==> src/hdl/assert_macros.svh <==
// Assertion macros used by the top-level RTL file.
// No dependencies.
`ifndef ASSERT_MACROS_SVH
`define ASSERT_MACROS_SVH
`define ASSERT_IMPL(lbl, clk, rst_n, a, c) \
    lbl: assert property (@(posedge clk) disable iff (!rst_n) (a) |-> (c)) \
        else $error("assertion failed");
`define ASSERT_NEXT(lbl, clk, rst_n, a, c) \
    lbl: assert property (@(posedge clk) disable iff (!rst_n) (a) |=> (c)) \
        else $error("assertion failed");
`endif

==> src/hdl/pnt_pkg.sv <==
// Package for the pheromone neighbour table: codes, types, constants.
// No dependencies.
`default_nettype none
package pnt_pkg;
    localparam int DEPTH_DEF = 16;
    localparam logic [15:0] EVAP_RST = 16'd6554;
    localparam logic [31:0] EXPIRY_RST = 32'd1000;

    typedef enum logic [2:0] {
        ACT_ADD = 3'd0, ACT_DEL = 3'd1, ACT_REFRESH = 3'd2, ACT_EVAP = 3'd3,
        ACT_REINF = 3'd4, ACT_EXPIRE = 3'd5, ACT_SELECT = 3'd6, ACT_FIND = 3'd7
    } t_action;

    typedef enum logic [1:0] {
        ST_OK = 2'd0, ST_NOT_FOUND = 2'd1, ST_FULL = 2'd2, ST_SELF = 2'd3
    } t_status;

    typedef enum logic [1:0] {
        CFG_SINK = 2'd0, CFG_EVAP = 2'd1, CFG_EXPIRY = 2'd2
    } t_cfg_idx;

    typedef struct packed {
        logic [2:0]  action;
        logic [15:0] address;
        logic [31:0] pheromone;
        logic [31:0] time_now;
        logic [15:0] message_id;
        logic [15:0] from_hop;
    } t_cmd;

    typedef struct packed {
        logic [1:0]  status;
        logic [15:0] hop_address;
        logic [3:0]  hop_index;
        logic        no_route;
        logic [4:0]  entries;
    } t_result;
endpackage
`default_nettype wire

==> src/hdl/pnt_cmd_fifo.sv <==
// Two-entry command queue between the input front and the table engine.
// Depends on pnt_pkg.
`default_nettype none
module pnt_cmd_fifo (
    input  wire logic         i_clk,
    input  wire logic         i_rst_n,
    input  wire logic         i_push,
    input  pnt_pkg::t_cmd     i_data,
    output logic              o_full,
    input  wire logic         i_pop,
    output pnt_pkg::t_cmd     o_data,
    output logic              o_empty
);
    import pnt_pkg::*;
    t_cmd r_mem [2];
    logic r_wp, r_rp;
    logic [1:0] r_cnt;

    assign o_full  = (r_cnt == 2'd2);
    assign o_empty = (r_cnt == 2'd0);
    assign o_data  = r_mem[r_rp];

    always_ff @(posedge i_clk) begin
        if (i_push && !o_full) begin
            r_mem[r_wp] <= i_data;
        end
        if (!i_rst_n) begin
            r_wp <= 1'b0;
            r_rp <= 1'b0;
            r_cnt <= 2'd0;
        end else begin
            if (i_push && !o_full) r_wp <= ~r_wp;
            if (i_pop && !o_empty) r_rp <= ~r_rp;
            r_cnt <= r_cnt + 2'(i_push && !o_full) - 2'(i_pop && !o_empty);
        end
    end
endmodule
`default_nettype wire

==> src/hdl/pnt_engine.sv <==
// Table engine: sequencer over the neighbour table memories, serial divider.
// Depends on pnt_pkg.
`default_nettype none
module pnt_engine #(
    parameter int DEPTH = pnt_pkg::DEPTH_DEF
) (
    input  wire logic          i_clk,
    input  wire logic          i_rst_n,
    input  wire logic [15:0]   i_sink,
    input  wire logic [15:0]   i_evap,
    input  wire logic [31:0]   i_expiry,
    input  wire logic          i_cmd_valid,
    input  pnt_pkg::t_cmd      i_cmd,
    output logic               o_cmd_pop,
    output logic               o_res_valid,
    output pnt_pkg::t_result   o_res,
    input  wire logic          i_res_pop
);
    import pnt_pkg::*;
    localparam int IW = $clog2(DEPTH);
    localparam int CW = $clog2(DEPTH + 1);

    typedef enum logic [9:0] {
        S_IDLE  = 10'b0000000001,
        S_RD    = 10'b0000000010,
        S_SCAN  = 10'b0000000100,
        S_MOVE  = 10'b0000001000,
        S_DIV   = 10'b0000010000,
        S_MUL   = 10'b0000100000,
        S_WB    = 10'b0001000000,
        S_OUT   = 10'b0010000000,
        S_MRD   = 10'b0100000000,
        S_SEL0  = 10'b1000000000
    } t_state;

    t_state r_st;
    t_cmd r_cmd;
    logic [CW-1:0] r_cnt;
    logic [CW-1:0] r_i;
    logic [CW-1:0] r_kept;
    logic [IW-1:0] r_best;
    logic [31:0] r_bestp;
    logic [IW-1:0] r_k;
    logic [15:0] r_a0;

    logic [15:0] m_addr [DEPTH];
    logic [31:0] m_pher [DEPTH];
    logic [31:0] m_heard [DEPTH];
    logic [15:0] m_msg [DEPTH];
    logic [15:0] r_ra;
    logic [31:0] r_rp, r_rh;
    logic [15:0] r_rm;
    logic [IW-1:0] r_radr;

    logic r_wr_en;
    logic [IW-1:0] r_wr_adr;
    logic [15:0] r_wr_a, r_wr_m;
    logic [31:0] r_wr_p, r_wr_h;

    logic [47:0] r_num;
    logic [32:0] r_rem;
    logic [5:0] r_dc;
    logic [47:0] r_prod;
    t_result r_res;
    logic r_rv;

    assign o_res_valid = r_rv;
    assign o_res = r_res;
    assign o_cmd_pop = (r_st == S_IDLE) && i_cmd_valid && !r_rv;

    logic [16:0] dvsr;
    logic [32:0] rem_sh;
    logic [32:0] sum;
    assign dvsr = 17'h10000 - {1'b0, i_evap};
    assign rem_sh = {r_rem[31:0], r_num[47]};
    assign sum = {1'b0, (|r_num[47:32]) ? 32'hFFFFFFFF : r_num[31:0]}
               + {1'b0, r_cmd.pheromone};

    always_ff @(posedge i_clk) begin
        r_ra <= m_addr[r_radr];
        r_rp <= m_pher[r_radr];
        r_rh <= m_heard[r_radr];
        r_rm <= m_msg[r_radr];
        if (r_wr_en) begin
            m_addr[r_wr_adr] <= r_wr_a;
            m_pher[r_wr_adr] <= r_wr_p;
            m_heard[r_wr_adr] <= r_wr_h;
            m_msg[r_wr_adr] <= r_wr_m;
        end
    end

    logic [CW-1:0] idx_nx;
    logic last_i;
    assign idx_nx = r_i + CW'(1);
    assign last_i = (idx_nx >= r_cnt);

    always_ff @(posedge i_clk) begin
        r_wr_en <= 1'b0;
        if (!i_rst_n) begin
            r_st <= S_IDLE;
            r_cnt <= '0;
            r_rv <= 1'b0;
        end else begin
            if (i_res_pop && r_rv) r_rv <= 1'b0;
            case (r_st)
                S_IDLE: begin
                    if (o_cmd_pop) begin
                        r_cmd <= i_cmd;
                        r_res <= '{status: ST_OK, hop_address: 16'd0, hop_index: 4'd0,
                                   no_route: 1'b0, entries: 5'd0};
                        r_i <= '0;
                        r_radr <= '0;
                        r_best <= '0;
                        r_bestp <= '0;
                        r_kept <= CW'(1);
                        case (t_action'(i_cmd.action))
                            ACT_ADD: begin
                                if (r_cnt == CW'(DEPTH)) begin
                                    r_res.status <= ST_FULL;
                                    r_st <= S_OUT;
                                end else begin
                                    r_wr_en <= 1'b1;
                                    r_wr_adr <= r_cnt[IW-1:0];
                                    r_wr_a <= i_cmd.address;
                                    r_wr_p <= i_cmd.pheromone;
                                    r_wr_h <= i_cmd.time_now;
                                    r_wr_m <= i_cmd.message_id;
                                    r_res.hop_address <= i_cmd.address;
                                    r_res.hop_index <= 4'(r_cnt);
                                    r_cnt <= r_cnt + CW'(1);
                                    r_st <= S_OUT;
                                end
                            end
                            ACT_EXPIRE: begin
                                if (r_cnt > CW'(1)) begin
                                    r_i <= CW'(1);
                                    r_radr <= IW'(1);
                                    r_st <= S_RD;
                                end else r_st <= S_OUT;
                            end
                            ACT_SELECT: begin
                                if (r_cnt == '0) begin
                                    r_res.status <= ST_NOT_FOUND;
                                    r_res.no_route <= 1'b1;
                                    r_st <= S_OUT;
                                end else r_st <= S_RD;
                            end
                            default: begin
                                if (r_cnt == '0) begin
                                    r_res.status <= ST_NOT_FOUND;
                                    r_st <= S_OUT;
                                end else r_st <= S_RD;
                            end
                        endcase
                    end
                end
                S_RD: r_st <= S_SCAN;
                S_SCAN: begin
                    // r_r* hold entry r_i
                    r_st <= S_RD;
                    r_radr <= idx_nx[IW-1:0];
                    r_i <= idx_nx;
                    case (t_action'(r_cmd.action))
                        ACT_EXPIRE: begin
                            if ((r_cmd.time_now - r_rh) < i_expiry) begin
                                if (r_kept != r_i) begin
                                    r_wr_en <= 1'b1;
                                    r_wr_adr <= r_kept[IW-1:0];
                                    r_wr_a <= r_ra; r_wr_p <= r_rp;
                                    r_wr_h <= r_rh; r_wr_m <= r_rm;
                                end
                                r_kept <= r_kept + CW'(1);
                                if (last_i) r_cnt <= r_kept + CW'(1);
                            end else if (last_i) r_cnt <= r_kept;
                            if (last_i) r_st <= S_OUT;
                        end
                        ACT_SELECT: begin
                            if (r_i == '0) begin
                                r_a0 <= r_ra;
                                if (last_i) r_st <= S_SEL0;
                            end else if (r_ra == i_sink) begin
                                r_best <= r_i[IW-1:0];
                                r_st <= S_SEL0;
                            end else begin
                                if (r_rp > r_bestp && r_rm != r_cmd.message_id &&
                                    r_ra != r_cmd.from_hop) begin
                                    r_bestp <= r_rp;
                                    r_best <= r_i[IW-1:0];
                                end
                                if (last_i) r_st <= S_SEL0;
                            end
                        end
                        ACT_DEL: begin
                            if (r_i == '0 && r_ra == r_cmd.address) begin
                                r_res.status <= ST_SELF;
                                r_st <= S_OUT;
                            end else if (r_ra == r_cmd.address) begin
                                r_res.hop_address <= r_cmd.address;
                                r_res.hop_index <= 4'(r_i);
                                if (last_i) begin
                                    r_cnt <= r_cnt - CW'(1);
                                    r_st <= S_OUT;
                                end else begin
                                    r_k <= r_i[IW-1:0];
                                    r_st <= S_MRD;
                                end
                            end else if (last_i) begin
                                r_res.status <= ST_NOT_FOUND;
                                r_st <= S_OUT;
                            end
                        end
                        default: begin
                            if (r_ra == r_cmd.address) begin
                                r_res.hop_address <= r_cmd.address;
                                r_res.hop_index <= 4'(r_i);
                                r_k <= r_i[IW-1:0];
                                r_radr <= r_i[IW-1:0];
                                r_wr_adr <= r_i[IW-1:0];
                                r_wr_a <= r_ra; r_wr_p <= r_rp;
                                r_wr_h <= r_rh; r_wr_m <= r_rm;
                                case (t_action'(r_cmd.action))
                                    ACT_REFRESH: begin
                                        r_wr_en <= 1'b1;
                                        r_wr_h <= r_cmd.time_now;
                                        r_st <= S_OUT;
                                    end
                                    ACT_EVAP: begin
                                        r_prod <= r_rp * i_evap;
                                        r_st <= S_MUL;
                                    end
                                    ACT_REINF: begin
                                        r_num <= {r_rp, 16'd0};
                                        r_rem <= '0;
                                        r_dc <= 6'd48;
                                        r_st <= S_DIV;
                                    end
                                    default: r_st <= S_OUT;
                                endcase
                            end else if (last_i) begin
                                r_res.status <= ST_NOT_FOUND;
                                r_st <= S_OUT;
                            end
                        end
                    endcase
                end
                S_MRD: begin
                    // shift entries down: read k+1 then write k
                    r_radr <= IW'(r_k + IW'(1));
                    r_st <= S_MOVE;
                    r_dc <= 6'd0;
                end
                S_MOVE: begin
                    if (r_dc == 6'd0) r_dc <= 6'd1;
                    else begin
                        r_wr_en <= 1'b1;
                        r_wr_adr <= r_k;
                        r_wr_a <= r_ra; r_wr_p <= r_rp; r_wr_h <= r_rh; r_wr_m <= r_rm;
                        if (CW'(r_k) + CW'(2) >= r_cnt) begin
                            r_cnt <= r_cnt - CW'(1);
                            r_st <= S_OUT;
                        end else begin
                            r_k <= IW'(r_k + IW'(1));
                            r_st <= S_MRD;
                        end
                    end
                end
                S_MUL: begin
                    r_wr_en <= 1'b1;
                    r_wr_p <= r_wr_p - r_prod[47:16];
                    r_st <= S_OUT;
                end
                S_DIV: begin
                    if (r_dc == 6'd0) r_st <= S_WB;
                    else begin
                        r_dc <= r_dc - 6'd1;
                        if (rem_sh >= {16'd0, dvsr}) begin
                            r_rem <= rem_sh - {16'd0, dvsr};
                            r_num <= {r_num[46:0], 1'b1};
                        end else begin
                            r_rem <= rem_sh;
                            r_num <= {r_num[46:0], 1'b0};
                        end
                    end
                end
                S_WB: begin
                    r_wr_en <= 1'b1;
                    r_wr_p <= sum[32] ? 32'hFFFFFFFF : sum[31:0];
                    r_st <= S_OUT;
                end
                S_SEL0: begin
                    if (r_best == '0) begin
                        r_res.no_route <= 1'b1;
                        r_res.hop_address <= r_a0;
                    end else begin
                        r_res.hop_address <= m_addr[r_best];
                        r_res.hop_index <= 4'(r_best);
                        r_wr_en <= 1'b1;
                        r_wr_adr <= r_best;
                        r_wr_a <= m_addr[r_best];
                        r_wr_p <= m_pher[r_best];
                        r_wr_h <= m_heard[r_best];
                        r_wr_m <= r_cmd.message_id;
                    end
                    r_st <= S_OUT;
                end
                S_OUT: begin
                    r_res.entries <= 5'(r_cnt);
                    r_rv <= 1'b1;
                    r_st <= S_IDLE;
                end
                default: r_st <= S_IDLE;
            endcase
        end
    end
endmodule
`default_nettype wire

==> src/hdl/pheromone_neighbour_table_top.sv <==
// Channel   | Dir | Handshake                | Payload
// cmd       | in  | push / full              | action, address, pheromone, ...
// result    | out | empty / pop              | status, hop fields, entries
// config    | in  | i_cfg_valid / o_cfg_ready| index, data
// An item is started in idle, reads and scans each table entry in turn, then loads its result;
// reinforce adds the 48-step divider, its finish and write-back; delete moves each later entry down.
// Reset (i_rst_n low, synchronous) empties the table and queue; no clearing pass.
// A waiting result holds the engine until popped; the 2-entry queue keeps taking items until full.
// Depends on pnt_pkg, pnt_cmd_fifo, pnt_engine, assert_macros.svh.
`default_nettype none
`include "assert_macros.svh"
module pheromone_neighbour_table_top #(
    parameter int TABLE_DEPTH = pnt_pkg::DEPTH_DEF
) (
    input  wire logic        i_clk,
    input  wire logic        i_rst_n,
    input  wire logic        push,
    output logic             full,
    input  wire logic [2:0]  i_action,
    input  wire logic [15:0] i_address,
    input  wire logic [31:0] i_pheromone,
    input  wire logic [31:0] i_time_now,
    input  wire logic [15:0] i_message_id,
    input  wire logic [15:0] i_from_hop,
    output logic             empty,
    input  wire logic        pop,
    output logic [1:0]       o_status,
    output logic [15:0]      o_hop_address,
    output logic [3:0]       o_hop_index,
    output logic             o_no_route,
    output logic [4:0]       o_entries,
    input  wire logic        i_cfg_valid,
    output logic             o_cfg_ready,
    input  wire logic [1:0]  i_cfg_index,
    input  wire logic [31:0] i_cfg_data
);
    import pnt_pkg::*;
    localparam logic [4:0] ENT_MAX = (TABLE_DEPTH > 31) ? 5'd31 : 5'(TABLE_DEPTH);
    logic [15:0] r_sink, r_evap;
    logic [31:0] r_expiry;
    t_cmd cmd_in, cmd_q;
    logic q_empty, q_pop, res_v;
    t_result res;

    assign o_cfg_ready = 1'b1;
    always_ff @(posedge i_clk) begin
        if (!i_rst_n) begin
            r_sink <= 16'd0;
            r_evap <= EVAP_RST;
            r_expiry <= EXPIRY_RST;
        end else if (i_cfg_valid) begin
            case (t_cfg_idx'(i_cfg_index))
                CFG_SINK:   r_sink <= i_cfg_data[15:0];
                CFG_EVAP:   r_evap <= i_cfg_data[15:0];
                CFG_EXPIRY: r_expiry <= i_cfg_data;
                default: ;
            endcase
        end
    end

    assign cmd_in = '{action: i_action, address: i_address, pheromone: i_pheromone,
                      time_now: i_time_now, message_id: i_message_id,
                      from_hop: i_from_hop};

    pnt_cmd_fifo u_fifo (
        .i_clk, .i_rst_n, .i_push(push), .i_data(cmd_in), .o_full(full),
        .i_pop(q_pop), .o_data(cmd_q), .o_empty(q_empty)
    );

    pnt_engine #(.DEPTH(TABLE_DEPTH)) u_eng (
        .i_clk, .i_rst_n, .i_sink(r_sink), .i_evap(r_evap), .i_expiry(r_expiry),
        .i_cmd_valid(!q_empty), .i_cmd(cmd_q), .o_cmd_pop(q_pop),
        .o_res_valid(res_v), .o_res(res), .i_res_pop(pop)
    );

    assign empty = !res_v;
    assign o_status = res.status;
    assign o_hop_address = res.hop_address;
    assign o_hop_index = res.hop_index;
    assign o_no_route = res.no_route;
    assign o_entries = res.entries;

    `ASSERT_IMPL(a_entries_max, i_clk, i_rst_n, !empty && TABLE_DEPTH < 32, o_entries <= ENT_MAX)
    `ASSERT_NEXT(a_hold_res, i_clk, i_rst_n, !empty && !pop, !empty && $stable(o_status))
    `ASSERT_IMPL(a_noroute_sel, i_clk, i_rst_n, !empty && o_no_route, o_hop_index == 4'd0)
endmodule
`default_nettype wire
==> config.mk <==
export PLATFORM = sky130hd
export DESIGN_NAME = pheromone_neighbour_table_top
export DESIGN_NICKNAME = d
export VERILOG_FILES = /design/src/hdl/pnt_pkg.sv /design/src/hdl/pnt_cmd_fifo.sv /design/src/hdl/pnt_engine.sv /design/src/hdl/pheromone_neighbour_table_top.sv
export VERILOG_INCLUDE_DIRS = /design/src /design/src/hdl
export SDC_FILE = /design/constraint.sdc
export NUM_CORES = 2
export LEC_CHECK = 0
export ABC_CLOCK_PERIOD_IN_PS = 12710
export BUFFER_PORTS_ARGS = -buffer_cell sky130_fd_sc_hd__buf_2
export CAP_MARGIN = 0
export CELL_PAD_IN_SITES_DETAIL_PLACEMENT = 1
export CELL_PAD_IN_SITES_GLOBAL_PLACEMENT = 2
export CORE_MARGIN = 5
export CORE_UTILIZATION = 35
export CTS_CLUSTER_DIAMETER = 50
export DETAILED_ROUTE_END_ITERATION = 8
export PLACE_DENSITY_LB_ADDON = 0.1
export RECOVER_POWER = 25
export SETUP_SLACK_MARGIN = 0.2
export SLEW_MARGIN = 20
export SYNTH_ARGS = -nofsm -noshare
export SYNTH_HDL_FRONTEND = slang
export SYNTH_SLANG_ARGS = --single-unit
==> constraint.sdc <==
create_clock -name i_clk -period 12.71 [get_ports i_clk]
set_input_delay 0 -clock i_clk [delete_from_list [all_inputs] [get_ports i_clk]]
set_output_delay 0 -clock i_clk [all_outputs]
set_load 0.005 [all_outputs]
======== Word-level counts from Yosys, hierarchy flattened ========
Memory sizes are Yosys's and may differ from the RTL's. A register that Yosys moved wholly into a read port is not among the register bits.
Cells that the tools add are included.
storage, ports and cells
  register bits ........................... 532
  RAM bits ................................ 1766
  input bits .............................. 154
  output and inout port bits .............. 31
  logic and storage cells ................. 361
  memories kept ........................... 5
memories
  name           depth  bits a word  rd ports  clocked after Yosys merged registers in  wr ports  line                RTL
  u_eng.m_heard  16     32           2         2                                        1         pnt_engine.sv:48    logic [31:0] m_heard [DEPTH];
  u_eng.m_pher   16     32           2         2                                        1         pnt_engine.sv:47    logic [31:0] m_pher [DEPTH];
  u_eng.m_addr   16     16           2         2                                        1         pnt_engine.sv:46    logic [15:0] m_addr [DEPTH];
  u_eng.m_msg    16     16           1         1                                        1         pnt_engine.sv:49    logic [15:0] m_msg [DEPTH];
  u_fifo.r_mem   2      115          1         1                                        1         pnt_cmd_fifo.sv:15  t_cmd r_mem [2];
cells by class
  add/sub/neg operators ................... 14
  multiply operators ...................... 1
  magnitude comparators ................... 6
  eq/ne operators ......................... 59
  multiplexer cells ....................... 177
  bitwise operators ....................... 3
  reductions and logical operators ........ 59
operator list
  operator                          count
  2-to-1 mux 32 bit                 29
  2-to-1 mux 16 bit                 17
  case mux 32 bit (2 select lines)  4
  2-to-1 mux 48 bit                 4
  case mux 32 bit (6 select lines)  1
  case mux 16 bit (4 select lines)  2
  case mux 32 bit (4 select lines)  1
  2-to-1 mux 4 bit                  25
  case mux 48 bit (2 select lines)  1
  2-to-1 mux 10 bit                 9
  2-to-1 mux 20 bit                 4
  2-to-1 mux 5 bit                  16
  case mux 10 bit (7 select lines)  1
  case mux 16 bit (2 select lines)  2
  subtractor 32 bit                 2
  case mux 20 bit (3 select lines)  1
  multiplier 32 x 16 -> 48 bit      1
  case mux 22 bit (2 select lines)  1
  case mux 5 bit (2 select lines)   4
  adder 32 x 32 -> 33 bit           1
  >= comparator 33 x 17 -> 1 bit    1
  AND reduction 11 bit              3
  equality test 16 bit              2
  greater-than comparator 32 bit    1
  74 further kinds                  186

======== Logic depth before layout (Yosys ltp) ========
  depth in word-level cells ............... 9
  gate-level depth with buffers ........... 26
  mapped depth without buffers ............ 25

======== Modules after synthesis ========
From an unflattened synthesis, not the netlist that was laid out.
unflattened totals
  cell total of the unflattened synthesis .. 7846
  area total of the unflattened synthesis .. 123430.9 sq um
by module, submodules not included
  module                         instances  cells an instance  area an instance (sq um)  seq. area each (sq um)
  pnt_engine                     1          7199               112111.3                  61408.9
  pnt_cmd_fifo                   1          383                8733.4                    7006.7
  pheromone_neighbour_table_top  1          264                2586.2                    1281.2

======== Worst setup path before layout ========
No wires, ideal clock.
  kind .................................... register to register
  start ................................... reg u_eng.r_st[8]
  end ..................................... reg u_eng.r_cmd[0] in the netlist's numbering (enable)
  setup time .............................. 729 ps
  arrival ................................. 9056 ps
  required time ........................... 11981 ps
  slack ................................... 2925 ps
  cell stages (with the launch flop) ...... 6
  buffers on the path ..................... 1
  period minus slack after synthesis ...... 9785 ps
  cell sequence ........................... dfxtp_1 clkbuf_1 nor4_1 and3_1 nand3b_1 nor3_1
on the way
  cells in the longest elaborated chain, start to end .. 4
ends and longest elaborated chain
  what                               line                                 RTL
  start, declared                    pnt_engine.sv:36                     t_state r_st;
  start signal, assigned             pnt_engine.sv:100                    r_st <= S_IDLE;
  start signal, assigned             pnt_engine.sv:120                    r_st <= S_OUT;
  start signal, assigned             pnt_engine.sv:131                    r_st <= S_OUT;
  equality test 10 x 1 -> 1 bit (*)  pnt_engine.sv:69, pnt_engine.sv:105
  logical AND 1 bit (2 in series)    pnt_engine.sv:69                     assign o_cmd_pop = (r_st == S_IDLE) && i_cmd_valid && !r_rv;
  AND reduction 3 bit (no line) (*)  n/a
  end signal, assigned               pnt_engine.sv:108                    r_cmd <= i_cmd;
  end, declared                      pnt_engine.sv:37                     t_cmd r_cmd;
Mark *: on every way between the ends. The rest lies on a longest branch, timed or not.
A chain may end at the register's enable or synchronous reset.

======== Worst setup path in the final report ========
  start ................................... reg r_evap[4]
  end ..................................... reg u_eng.r_prod[46] (data pin)
on the way
  cells in the longest elaborated chain, start to end .. 1
ends and longest elaborated chain
  what                          line                                 RTL
  start, declared               pheromone_neighbour_table_top.sv:39  logic [15:0] r_sink, r_evap;
  start signal, assigned        pheromone_neighbour_table_top.sv:54  CFG_EVAP: r_evap <= i_cfg_data[15:0];
  multiplier 32 x 16 -> 48 bit  pnt_engine.sv:228                    r_prod <= r_rp * i_evap;
  end signal, assigned          pnt_engine.sv:228
  end, declared                 pnt_engine.sv:63                     logic [47:0] r_prod;
No other way between the ends.

==> out/results.ini <==
[outcome]
status=completed

[sta]
layout_worst_path_cycle_share_pct=59.5
post-route-min-period_ps=7570
hold_violations=0
finalMaxSlewViolations=0
tns_ps=0
finalClockSkew_ps=83.6
max_freq_ghz=0.132
hold_slack_ps=71.0
finalSetupViolCount=0
rsz0062_at_grt=no
tightestPinTransition_ps=1290
slew_headroom_pct=14.3

[critical_path]
worstSetupStartpoint=r_evap[4]
worstPathArrival_ps=8200
cpPeakStageDelay_ps=680
cp-end-kind=register
required_ps=13340
critPathMaxFanout=22
cp_common_cell=fa_1
worst_path_max_delay_cell=dfxtp_1
crit_buf_inv=5
path_class=reg -> reg
cp-start-kind=register
path_cells=buf_4 -> and2_1 -> fa_1 -> inv_1 -> fa_1 -> fa_1 -> inv_1 -> fa_1 -> fa_1 -> inv_1 -> fa_1 -> inv_1 -> ha_1 -> a21o_1 -> a21o_1 -> a21oi_1 -> o21ai_0 -> a211oi_1 -> o21ai_0 -> and2_1 -> o41ai_4 -> o221ai_2 -> a211oi_2 -> xnor2_1
r2r_start=r_evap[4]
path_delay_family=adder cells

[floorplan]
coreArea_um2=352000
num_rows=218
start_util_pct=35.0
ios=185
dieArea_um2=364000
die_w_um=604
die_h_um=604

[synth]
synth-seq-cells=2383
synth_top_cell_area_share_pct=53.5
syn_inst=8023
avgSynthCellArea_um2=15.4
ys_types=94
syn_area_um2=123000
synth-edff-count=2197
yosys_warnings=0
ys_async_sr_fraction_pct=0
synthMostInstantiatedCell=edfxtp_1
synth_ff_type=edfxtp_1
syn_nets=8913
ys_seq_area_share_pct=56.5
ys_top_cells_by_area=edfxtp_1, mux4_2, fa_1
yosysTopAreaCell=edfxtp_1
synthTopCellsByCount=edfxtp_1, mux4_2, nand2_1

[drt]
post_drt_via_cell_ratio=5.46
drt_iter0_drc=5548
post_drt_wl_per_cell_um=30.5
firstDrtPassIters=5
ant_nets=0
vias=74000
routed_wl_mm=413
drc=0

[placement]
dpl.hpwl_mm=259
dpl_cell_area_um2=130000
port_buffers=183
finalWeightedCongestion=0.804

[layout]
drive_above_1_share_pct=22.6
postLayoutCoreUtil_pct=41.3
layout.nets=9521
area_growth_pct=18.0
n_fill_cell=34800
design_area_um2=145000

[clock_tree]
cts.sinks=2383
htreeDepth=5
clk_pin_slew_worst_paths_ps=50
cts_tree=built
cts-buffers-inserted=348
cts_root_buf=clkbuf_16
postCtsSetupRepairBufs=0
cts_buffer_depth=4
clock_latency_ps=940

[global_routing]
antenna_found_initial=20
grt_use_total_pct=22.5
grt_pass1_wl_mm=599
grt_max_degree=123
gr-total-overflow=0
first_global_vias=81900

[hold_path]
hold_start=i_cfg_data[4]
hp-class=in -> reg

[run]
drv_cap=0

## state kept, by name, indices dropped and copies added (netlist names), 48 cells and up, named ones only
| register | cells |
|---|---|
| u_eng.m_heard | 512 |
| u_eng.m_pher | 512 |
| u_eng.m_addr | 256 |
| u_eng.m_msg | 256 |
| u_fifo.r_mem | 230 |
| u_eng.r_cmd | 115 |
| u_eng.r_num | 48 |
## through the flow
step / std cells / setup WS, ps
2_1_floorplan: 8023 / 2920
3_3_place_gp: 12600 / 5210
3_5_place_dp: 12600 / 5130
4_1_cts: 13500 / 5120
6_report: 13500 / 5140
5_1_grt: 13500 / 4750
## worst register-to-register path, cell delays in order (launching register included)
cell,delay [ps]
dfxtp_1,680
buf_4,400
and2_1,240
fa_1,400
inv_1,80
fa_1,430
fa_1,520
inv_1,60
fa_1,480
fa_1,490
inv_1,60
fa_1,480
inv_1,40
ha_1,350
a21o_1,200
a21o_1,170
a21oi_1,180
o21ai_0,160
a211oi_1,570
o21ai_0,200
and2_1,250
o41ai_4,350
o221ai_2,220
a211oi_2,230
xnor2_1,90
## routing by layer
layer | up-vias | track usage [%] | part of all wire [%]
met5 | - | 0 | 0
met4 | 0 | 5.37 | 2.5
met3 | 517 | 2.65 | 4.1
met2 | 1653 | 38.7 | 50
met1 | 40200 | 30.4 | 44
li1 | 31600 | - | -
## kinds of logic after synthesis
kind of cell	Yosys count	synth area share, %
muxes	1001	17.2
other	1	0.00304
AOI/OAI and AO/OA	860	4.55
adders and majority gates	736	10.0
and+or+nand+nor	1684	6.55
xor gates and xnor gates	245	1.74
DFF	2383	56.5
buffers and inverters	1113	3.44
## area by class of cell
cell class / count / area [um^2] / share of cell area [%]
Sequential cell: 2383 / 69700 / 47.9
Multi-Input combinational cell: 4527 / 49600 / 34.1
Clock buffer: 415 / 9190 / 6.31
Timing Repair Buffer: 721 / 5870 / 4.04
Tap cell: 4620 / 5780 / 3.97
Clock inverter: 227 / 2810 / 1.93
Inverter: 650 / 2440 / 1.68
Antenna cell: 5 / 12.5 / 0.00860
## path summary, 6_finish.rpt
kind,to,slack (ps),cells past startpoint
setup / recovery,u_eng.r_prod[46],5140,24
hold / removal,r_expiry[4],70,4
setup reg to reg,u_eng.r_prod[46],5140,24
hold reg to reg,r_evap[15],460,2
## cells in the final DEF (no fill, tap or decap), drive strengths merged, types with 28 or more instances in the layout
cell type / synthesis / final
edfxtp: 2197 / 2197
mux4: 880 / 880
nand2: 822 / 822
inv: 649 / 684
clkbuf: 351 / 441
fa: 421 / 421
buf: 112 / 357
dlygate4sd3: 0 / 338
ha: 315 / 315
a21oi: 288 / 288
and2: 274 / 274
dfxtp: 186 / 186
nor2: 183 / 183
xnor2: 177 / 177
o21ai: 143 / 143
clkinv: 1 / 121
mux2: 99 / 99
a21o: 89 / 89
xor2: 68 / 68
nand3: 59 / 59
a22oi: 56 / 56
nor3: 55 / 55
o211ai: 48 / 48
nand4: 47 / 47
a22o: 43 / 43
bufinv: 0 / 43
or2: 40 / 40
nor2b: 38 / 38
nand2b: 36 / 36
o21a: 32 / 32
nor4: 30 / 30
clkinvlp: 0 / 29
a211oi: 28 / 28
## what timing repair did
item / in CTS / in global routing
gates resized for setup: 0 / 0
endpoints found under the hold margin: 384 / 0
hold buffers: 338 / 0
Power is not shown: default switching activity piles up to over one toggle a cycle in this logic, so the estimate is an artifact.
